<file path="config.mk">
export PLATFORM = sky130hd
export DESIGN_NAME = char_lcd_nibble_sequencer
export DESIGN_NICKNAME = d
export VERILOG_FILES = /design/src/design/cln_pkg.sv /design/src/design/cln_front.sv /design/src/design/cln_queue.sv /design/src/design/cln_back.sv /design/src/design/char_lcd_nibble_sequencer.sv
export SDC_FILE = /design/constraint.sdc
export NUM_CORES = 1
export LEC_CHECK = 0
export ABC_AREA = 1
export BUFFER_PORTS_ARGS = -buffer_cell sky130_fd_sc_hd__buf_2
export CAP_MARGIN = 30
export CELL_PAD_IN_SITES_DETAIL_PLACEMENT = 0
export CELL_PAD_IN_SITES_GLOBAL_PLACEMENT = 1
export CORE_UTILIZATION = 44
export CTS_CLUSTER_DIAMETER = 30
export DETAILED_ROUTE_END_ITERATION = 8
export PLACE_DENSITY_LB_ADDON = 0.1
export SYNTH_ARGS = -nofsm -noshare
export SYNTH_HDL_FRONTEND = slang
export SYNTH_SLANG_ARGS = --single-unit
</file>
<file path="constraint.sdc">
create_clock -name aclk -period 2.8 [get_ports aclk]
set_clock_uncertainty 0.15 [all_clocks]
set_input_delay 0.84 -clock aclk [delete_from_list [all_inputs] [get_ports aclk]]
set_output_delay 0.84 -clock aclk [all_outputs]
set_load 0.005 [all_outputs]
</file>
<file path="src/design/cln_pkg.sv">
// shared types, codes and event tables for the character lcd nibble sequencer
// no dependencies; every design file imports this package
package cln_pkg;

    typedef enum logic [1:0] {
        CMD_WRITE = 2'd0,
        CMD_INIT  = 2'd1,
        CMD_GOTO  = 2'd2,
        CMD_NONE  = 2'd3
    } cln_cmd_t;

    typedef struct packed {
        cln_cmd_t    cmd;
        logic [7:0]  data_byte;
        logic        reg_select;
        logic [1:0]  row;
        logic [5:0]  col;
    } cln_in_item_t;

    typedef struct packed {
        logic        rs_pin;
        logic        enable_pin;
        logic [3:0]  nibble_out;
        logic [15:0] wait_us;
        logic        last;
    } cln_out_item_t;

    typedef struct packed {
        logic       is_init;
        logic [7:0] byte_val;
        logic       rs;
    } cln_job_t;

    localparam int QDEPTH = 2;
    localparam int QPTR_W = (QDEPTH > 1) ? $clog2(QDEPTH) : 1;
    localparam int QCNT_W = $clog2(QDEPTH + 1);

    typedef struct packed {
        logic full;
        logic empty;
    } cln_q_status_t;

    typedef enum logic [1:0] {
        BK_IDLE   = 2'd0,
        BK_PREFIX = 2'd1,
        BK_BYTE   = 2'd2
    } cln_back_state_t;

    localparam logic [15:0] WAIT_E_HIGH   = 16'd1;
    localparam logic [15:0] WAIT_E_LOW    = 16'd50;
    localparam logic [15:0] WAIT_TAIL     = 16'd100;
    localparam logic [15:0] WAIT_TAIL_SLOW = 16'd2100;
    localparam logic [15:0] WAIT_POWER_UP = 16'd50000;
    localparam logic [15:0] WAIT_INIT_1ST = 16'd5050;
    localparam logic [15:0] WAIT_INIT_NXT = 16'd200;

    localparam logic [7:0] INSTR_CLEAR = 8'h01;
    localparam logic [7:0] INSTR_HOME  = 8'h02;
    localparam logic [7:0] LCD_SET_DDR = 8'h80;
    localparam logic [3:0] NIB_WAKE    = 4'h3;
    localparam logic [3:0] NIB_4BIT    = 4'h2;
    localparam logic [3:0] PREFIX_LAST = 4'd8;
    localparam logic [1:0] SUB_LAST    = 2'd3;
    localparam logic [1:0] INIT_CMD_LAST = 2'd3;

    function automatic logic [7:0] row_base(input logic [1:0] row);
        logic [7:0] base;
        case (row)
            2'd0:    base = 8'h00;
            2'd1:    base = 8'h40;
            2'd2:    base = 8'h14;
            2'd3:    base = 8'h54;
            default: base = 8'h00;
        endcase
        return base;
    endfunction

    function automatic logic [7:0] init_cmd(input logic [1:0] idx);
        logic [7:0] c;
        case (idx)
            2'd0:    c = 8'h28;
            2'd1:    c = 8'h0C;
            2'd2:    c = 8'h01;
            2'd3:    c = 8'h06;
            default: c = 8'h28;
        endcase
        return c;
    endfunction

    // power-up wait then the wake-up nibbles
    function automatic cln_out_item_t prefix_event(input logic [3:0] step);
        cln_out_item_t ev;
        ev.rs_pin = 1'b0;
        ev.last   = 1'b0;
        if (step == 4'd0) begin
            ev.enable_pin = 1'b0;
            ev.nibble_out = 4'h0;
            ev.wait_us    = WAIT_POWER_UP;
        end else begin
            ev.enable_pin = step[0];
            ev.nibble_out = (step == 4'd7 || step == 4'd8) ? NIB_4BIT : NIB_WAKE;
            if (step[0]) begin
                ev.wait_us = WAIT_E_HIGH;
            end else if (step == 4'd2) begin
                ev.wait_us = WAIT_INIT_1ST;
            end else begin
                ev.wait_us = WAIT_INIT_NXT;
            end
        end
        return ev;
    endfunction

    function automatic cln_out_item_t byte_event(input logic [7:0] value, input logic rs,
                                                 input logic [1:0] sub);
        cln_out_item_t ev;
        ev.rs_pin     = rs;
        ev.enable_pin = ~sub[0];
        ev.nibble_out = sub[1] ? value[3:0] : value[7:4];
        ev.last       = 1'b0;
        case (sub)
            2'd0:    ev.wait_us = WAIT_E_HIGH;
            2'd1:    ev.wait_us = WAIT_E_LOW;
            2'd2:    ev.wait_us = WAIT_E_HIGH;
            2'd3:    ev.wait_us = (!rs && (value == INSTR_CLEAR || value == INSTR_HOME))
                                  ? WAIT_TAIL_SLOW : WAIT_TAIL;
            default: ev.wait_us = WAIT_E_HIGH;
        endcase
        return ev;
    endfunction

endpackage

</file>
<file path="src/design/cln_front.sv">
// request decoder: accepts requests and turns them into byte or init jobs
// depends on cln_pkg
module cln_front (
    input  logic                  s_valid,
    output logic                  s_ready,
    input  cln_pkg::cln_in_item_t s_data,
    input  cln_pkg::cln_q_status_t q_stat,
    output logic                  push,
    output cln_pkg::cln_job_t     push_job
);
    import cln_pkg::*;

    logic [7:0] goto_addr;

    assign s_ready   = ~q_stat.full;
    assign push      = s_valid && s_ready && (s_data.cmd != CMD_NONE);
    assign goto_addr = row_base(s_data.row) + {2'b00, s_data.col};

    always_comb begin
        push_job.is_init  = 1'b0;
        push_job.byte_val = s_data.data_byte;
        push_job.rs       = s_data.reg_select;
        case (s_data.cmd)
            CMD_WRITE: begin
                push_job.is_init = 1'b0;
            end
            CMD_INIT: begin
                push_job.is_init = 1'b1;
                push_job.rs      = 1'b0;
            end
            CMD_GOTO: begin
                push_job.byte_val = LCD_SET_DDR | goto_addr;
                push_job.rs       = 1'b0;
            end
            default: begin
                push_job.is_init = 1'b0;
            end
        endcase
    end

endmodule

</file>
<file path="src/design/cln_queue.sv">
// small job fifo between the request decoder and the event sequencer
// depends on cln_pkg
module cln_queue (
    input  logic                   aclk,
    input  logic                   aresetn,
    input  logic                   push,
    input  cln_pkg::cln_job_t      push_job,
    input  logic                   pop,
    output cln_pkg::cln_job_t      head,
    output cln_pkg::cln_q_status_t q_stat
);
    import cln_pkg::*;

    cln_job_t          slot_reg [QDEPTH];
    logic [QPTR_W-1:0] wr_ptr_reg, wr_ptr_next;
    logic [QPTR_W-1:0] rd_ptr_reg, rd_ptr_next;
    logic [QCNT_W-1:0] count_reg, count_next;

    localparam logic [QPTR_W-1:0] PTR_LAST = QPTR_W'(QDEPTH - 1);
    localparam logic [QCNT_W-1:0] CNT_FULL = QCNT_W'(QDEPTH);

    assign q_stat.full  = (count_reg == CNT_FULL);
    assign q_stat.empty = (count_reg == '0);
    assign head         = slot_reg[rd_ptr_reg];

    always_comb begin
        wr_ptr_next = wr_ptr_reg;
        rd_ptr_next = rd_ptr_reg;
        count_next  = count_reg;
        if (push) begin
            wr_ptr_next = (wr_ptr_reg == PTR_LAST) ? '0 : wr_ptr_reg + 1'b1;
        end
        if (pop) begin
            rd_ptr_next = (rd_ptr_reg == PTR_LAST) ? '0 : rd_ptr_reg + 1'b1;
        end
        if (push && !pop) begin
            count_next = count_reg + 1'b1;
        end else if (pop && !push) begin
            count_next = count_reg - 1'b1;
        end
    end

    always_ff @(posedge aclk) begin
        if (!aresetn) begin
            wr_ptr_reg <= '0;
            rd_ptr_reg <= '0;
            count_reg  <= '0;
        end else begin
            wr_ptr_reg <= wr_ptr_next;
            rd_ptr_reg <= rd_ptr_next;
            count_reg  <= count_next;
        end
    end

    always_ff @(posedge aclk) begin
        if (push) begin
            slot_reg[wr_ptr_reg] <= push_job;
        end
    end

endmodule

</file>
<file path="src/design/cln_back.sv">
// event sequencer: steps through the pin events of one job into an output register
// depends on cln_pkg
module cln_back (
    input  logic                   aclk,
    input  logic                   aresetn,
    input  cln_pkg::cln_job_t      head,
    input  cln_pkg::cln_q_status_t q_stat,
    output logic                   pop,
    output logic                   m_valid,
    input  logic                   m_ready,
    output cln_pkg::cln_out_item_t m_data
);
    import cln_pkg::*;

    cln_back_state_t state_reg, state_next;
    logic [3:0]      step_reg, step_next;
    logic [1:0]      sub_reg, sub_next;
    logic [1:0]      idx_reg, idx_next;
    cln_job_t        job_reg, job_next;
    logic            m_valid_reg, m_valid_next;
    cln_out_item_t   m_data_reg, m_data_next;

    cln_out_item_t   ev;
    logic [7:0]      cur_byte;
    logic            cur_rs;
    logic            is_last;
    logic            out_load;

    // event selection
    always_comb begin
        cur_byte = job_reg.is_init ? init_cmd(idx_reg) : job_reg.byte_val;
        cur_rs   = job_reg.is_init ? 1'b0 : job_reg.rs;
        is_last  = (state_reg == BK_BYTE) && (sub_reg == SUB_LAST)
                   && (!job_reg.is_init || idx_reg == INIT_CMD_LAST);
        out_load = (state_reg != BK_IDLE) && (!m_valid_reg || m_ready);
        pop      = !q_stat.empty && ((state_reg == BK_IDLE) || (out_load && is_last));
        case (state_reg)
            BK_PREFIX: ev = prefix_event(step_reg);
            BK_BYTE:   ev = byte_event(cur_byte, cur_rs, sub_reg);
            default:   ev = byte_event(cur_byte, cur_rs, sub_reg);
        endcase
        ev.last = is_last;
    end

    // next state
    always_comb begin
        state_next   = state_reg;
        step_next    = step_reg;
        sub_next     = sub_reg;
        idx_next     = idx_reg;
        job_next     = job_reg;
        m_data_next  = m_data_reg;
        m_valid_next = m_valid_reg & ~m_ready;
        if (out_load) begin
            m_valid_next = 1'b1;
            m_data_next  = ev;
            case (state_reg)
                BK_PREFIX: begin
                    if (step_reg == PREFIX_LAST) begin
                        state_next = BK_BYTE;
                        sub_next   = '0;
                    end else begin
                        step_next = step_reg + 1'b1;
                    end
                end
                BK_BYTE: begin
                    if (sub_reg == SUB_LAST) begin
                        sub_next = '0;
                        if (is_last) begin
                            state_next = BK_IDLE;
                        end else begin
                            idx_next = idx_reg + 1'b1;
                        end
                    end else begin
                        sub_next = sub_reg + 1'b1;
                    end
                end
                default: begin
                    state_next = BK_IDLE;
                end
            endcase
        end
        if (pop) begin
            job_next   = head;
            state_next = head.is_init ? BK_PREFIX : BK_BYTE;
            step_next  = '0;
            sub_next   = '0;
            idx_next   = '0;
        end
    end

    always_ff @(posedge aclk) begin
        if (!aresetn) begin
            state_reg   <= BK_IDLE;
            step_reg    <= '0;
            sub_reg     <= '0;
            idx_reg     <= '0;
            m_valid_reg <= 1'b0;
        end else begin
            state_reg   <= state_next;
            step_reg    <= step_next;
            sub_reg     <= sub_next;
            idx_reg     <= idx_next;
            m_valid_reg <= m_valid_next;
        end
    end

    always_ff @(posedge aclk) begin
        job_reg    <= job_next;
        m_data_reg <= m_data_next;
    end

    assign m_valid = m_valid_reg;
    assign m_data  = m_data_reg;

endmodule

</file>
<file path="src/design/char_lcd_nibble_sequencer.sv">
// top level of the character lcd nibble sequencer
// depends on cln_pkg, cln_front, cln_queue and cln_back
//
// usage:
//   s_ channel takes one request per beat: write byte, run init, or goto
//   row and column. m_ channel gives one pin event per beat (rs, e, data
//   nibble, hold time in us, last). the receiver plays the events out.
//   a write or goto request gives 4 events, init gives 25, cmd 3 gives none
//   and is simply dropped.
//   a request passes the job queue and the job register before its first
//   event is loaded into the output register. events follow one per cycle
//   while m_ready is high; the sequencer picks up the next queued job in the
//   cycle its last event is loaded, so back-to-back writes run with no gaps.
//   a two-entry job queue sits between the decoder and the sequencer;
//   s_ready drops only when that queue is full.
//   when m_ready is low the output register holds its event and the
//   sequencer waits; requests keep entering until the queue fills.
//   reset (aresetn low, synchronous) empties the queue and idles the
//   sequencer; no result is pending afterwards.
module char_lcd_nibble_sequencer (
    input  logic                   aclk,
    input  logic                   aresetn,
    input  logic                   s_valid,
    output logic                   s_ready,
    input  cln_pkg::cln_in_item_t  s_data,
    output logic                   m_valid,
    input  logic                   m_ready,
    output cln_pkg::cln_out_item_t m_data
);
    import cln_pkg::*;

    cln_q_status_t q_stat;
    cln_job_t      push_job;
    cln_job_t      head;
    logic          push;
    logic          pop;

    cln_front u_front (
        .s_valid  (s_valid),
        .s_ready  (s_ready),
        .s_data   (s_data),
        .q_stat   (q_stat),
        .push     (push),
        .push_job (push_job)
    );

    cln_queue u_queue (
        .aclk     (aclk),
        .aresetn  (aresetn),
        .push     (push),
        .push_job (push_job),
        .pop      (pop),
        .head     (head),
        .q_stat   (q_stat)
    );

    cln_back u_back (
        .aclk    (aclk),
        .aresetn (aresetn),
        .head    (head),
        .q_stat  (q_stat),
        .pop     (pop),
        .m_valid (m_valid),
        .m_ready (m_ready),
        .m_data  (m_data)
    );

`ifndef NO_ASSERTIONS
    a_ready_only_when_full: assert property (@(posedge aclk) disable iff (!aresetn)
        !s_ready |-> q_stat.full)
        else $error("s_ready low with room in job queue");

    a_last_is_e_low: assert property (@(posedge aclk) disable iff (!aresetn)
        m_valid && m_data.last |-> !m_data.enable_pin)
        else $error("last event with enable high");

    a_e_high_short: assert property (@(posedge aclk) disable iff (!aresetn)
        m_valid && m_data.enable_pin |-> m_data.wait_us == WAIT_E_HIGH)
        else $error("enable-high event with wrong hold time");

    a_pop_not_empty: assert property (@(posedge aclk) disable iff (!aresetn)
        pop |-> !q_stat.empty)
        else $error("job taken from empty queue");
`endif

endmodule

</file>
==> run metrics <==
reg2reg path depth 11; Critical-path top delay cell edfxtp_1; worst skew pair latency 0.34 ns; CTS Buffer Depth 2; final number of max-transition violations 0; Starting Density 0.462; met3 global-route usage 0.0351; Min-Delay Startpoint u_queue.count_reg[1]; largest cells by area after synthesis edfxtp_1 (45%), dfxtp_1 (10%), ha_1 (7.5%), nand2_1 (6.0%), nor2_1 (4.6%); register area share after synthesis 0.556; met2 GRT Util 0.265; row count 30; Max FO, Critical Path 10; storage element area 1760 um^2; mean post-synth cell area 10.1 um^2; number of diodes 0; post-synth top area share 0.455; setup ws final 0.683 ns; Die X 86.9 um; share of cells above drive strength 1 0.261; final number of setup-violating endpoints 0; FF-to-FF End u_queue.count_reg[1]; die area 7550 um^2; Max-Cap Viols 0; number of distinct library cells after synthesis 33; Pleak 1.53 nW; most frequent cells in the layout nand2_1 (51), edfxtp_1 (48), buf_2 (45), nor2_1 (39), inv_1 (37); net count reported at finish 408; crit start category flop; TritonCTS Buffers 9; largest net degree at the start of global routing 19; DRT Pass-1 Iters 4; root buffer cell clkbuf_8; min Tclk post-route 2.12 ns; Post-Place Worst Slack 0.336 ns; initial antenna violation count 0; Setup TNS 0 ns; unrepaired setup endpoints after global routing no; Max IR drop VDD 0.000294 V; Req. time, crit path 2.89 ns; flop-to-flop setup slack 0.68 ns; Final Hold Violating Endpoints 0; post-route cell area 3670 um^2; r2r startpoint u_back.job_reg[9]; hold endpoint u_queue.count_reg[1]; outcome finished clean; Synth Instances 315; yosys warns 0; Filler cells 637; Critical Path Sink Type flop; Critical Path, Cell by Cell inv_4 > nor2_4 > nor2_2 > nand2_1 > nand2_2 > nand2_4 > ha_1 > a21oi_1 > o21ai_0 > o21ai_0 > a21oi_1; total track usage 0.149; largest area contributor in the netlist edfxtp_1; commonest non-fill, non-tap cell in the layout nand2_1; DP Area 3480 um^2; layout overhead on the synthesized area 15.8%; Post-CTS Setup Inserts 0; synthesized flop and latch total 64; # clock sinks 64; dpl hpwl 3880 um; crit-path max cell delay 0.56 ns; max FFs per register 20; GRT met1 Usage 0.162; final weighted congestion in routability-driven placement 0.791; Routed Antenna Nets 0; cell area after synthesis 3170 um^2; Hold/Removal Path Class flop to flop; gr ovfl total 0; fmax 472 MHz; crit share post-route 0.756; cts repair resizes 0; H-tree Lvls 3; Pwr Density 889 nW/um^2; Vias 2,127; Core Footprint 6870 um^2; WP data arrival 2.21 ns; DR WL/cell 10.8 um; CTS tree done; Hold Crit Depth 2; Multi-input gate area 1160 um^2; CTS Hold Buffers Added 0; IO Pins 48; CTS clk-pin slew, worst paths 0.08 ns; first-pass GRT wire length 8570 um; Residual DRC 0; crit path kind flop to flop; Iteration-0 DRC Markers 53; Tot Pwr 3.27 mW; WL final 5060 um; I/O Buffers 45; vias in the first global route 1,964; global route hottest layer met2; Die Y 86.9 um; number of vias per cell 4.55
[cells by family (layout without fill, tap and decap cells)]
| logic type | Yosys count | count (layout) | synth area share |
|---|---|---|---|
| simple gates | 121 | 121 | 0.176 |
| flops | 64 | 64 | 0.556 |
| buf+inv | 55 | 110 | 0.0781 |
| compound gates | 40 | 40 | 0.0651 |
| fa+ha+maj | 19 | 19 | 0.0750 |
| mux | 9 | 9 | 0.0320 |
| xor+xnor | 6 | 6 | 0.0166 |
| other cells | 1 | 2 | 0.00118 |
[power breakdown]
group	leakage, nW	switching [mW]	internal (mW)
Combinational	0.854	0.594	0.386
Clock	0.0916	0.368	0.410
Sequential	0.582	0.129	1.38
Total	1.53	1.09	2.17
[metrics by stage]
step | hold WS (ns) | instances | util
2_1_floorplan | 0.314 | 316 | -
3_3_place_gp | 0.330 | 451 | 0.506
3_5_place_dp | 0.339 | 451 | 0.506
4_1_cts | 0.350 | 467 | 0.535
5_1_grt | 0.380 | 467 | 0.535
6_report | 0.347 | 467 | 0.535
[how the worst max path moves through the flow]
stage / startpoint / end / slack, ns / depth (start not counted)
after floorplan: m_ready / u_back.state_reg[1] / 0.36 / 7
after global placement: m_ready / u_queue.count_reg[1] / 0.38 / 11
after detailed placement: m_ready / u_queue.count_reg[1] / 0.34 / 11
after CTS: u_back.job_reg[9] / u_queue.count_reg[1] / 0.66 / 11
after global routing: u_back.sub_reg[0] / u_queue.count_reg[1] / 0.46 / 11
final: u_back.job_reg[9] / u_queue.count_reg[1] / 0.68 / 11
[cell type report]
cell class / instances / area share
inverter: 44 / 0.0457
clock inverter: 7 / 0.0194
tap: 96 / 0.0327
timing repair buffer: 50 / 0.0716
sequential: 64 / 0.480
multi-input combinational: 197 / 0.317
clock buffer: 9 / 0.0337
[routing by layer]
layer  up-vias  share of wire  wire length [um]
li1       1131              -                 -
met1       936           0.43              2190
met2        49           0.50              2540
met3        11          0.041               208
met4         0          0.026               131
met5         -              0                 0
[worst max-delay path: cells and delay by family, from the launching register on]
family | cells | cell delay [ns]
buf+inv | 1 | 0.15
simple gates | 5 | 0.44
compound gates | 4 | 0.42
fa+ha+maj | 1 | 0.30
flops | 1 | 0.56
[cells in the mapped netlist, drive strengths merged]
cell type / count
nand4: 2
nand3: 14
nor3: 3
nand2: 56
inv: 44
mux2: 9
dfxtp: 16
nor2: 45
o31ai: 1
conb: 1
xnor2: 1
o21ai: 21
edfxtp: 48
o22ai: 1
buf: 9
ha: 19
a21oi: 16
or2: 1
clkbuf: 2
xor2: 5
o211ai: 1
(Power assumes the default switching activity.)
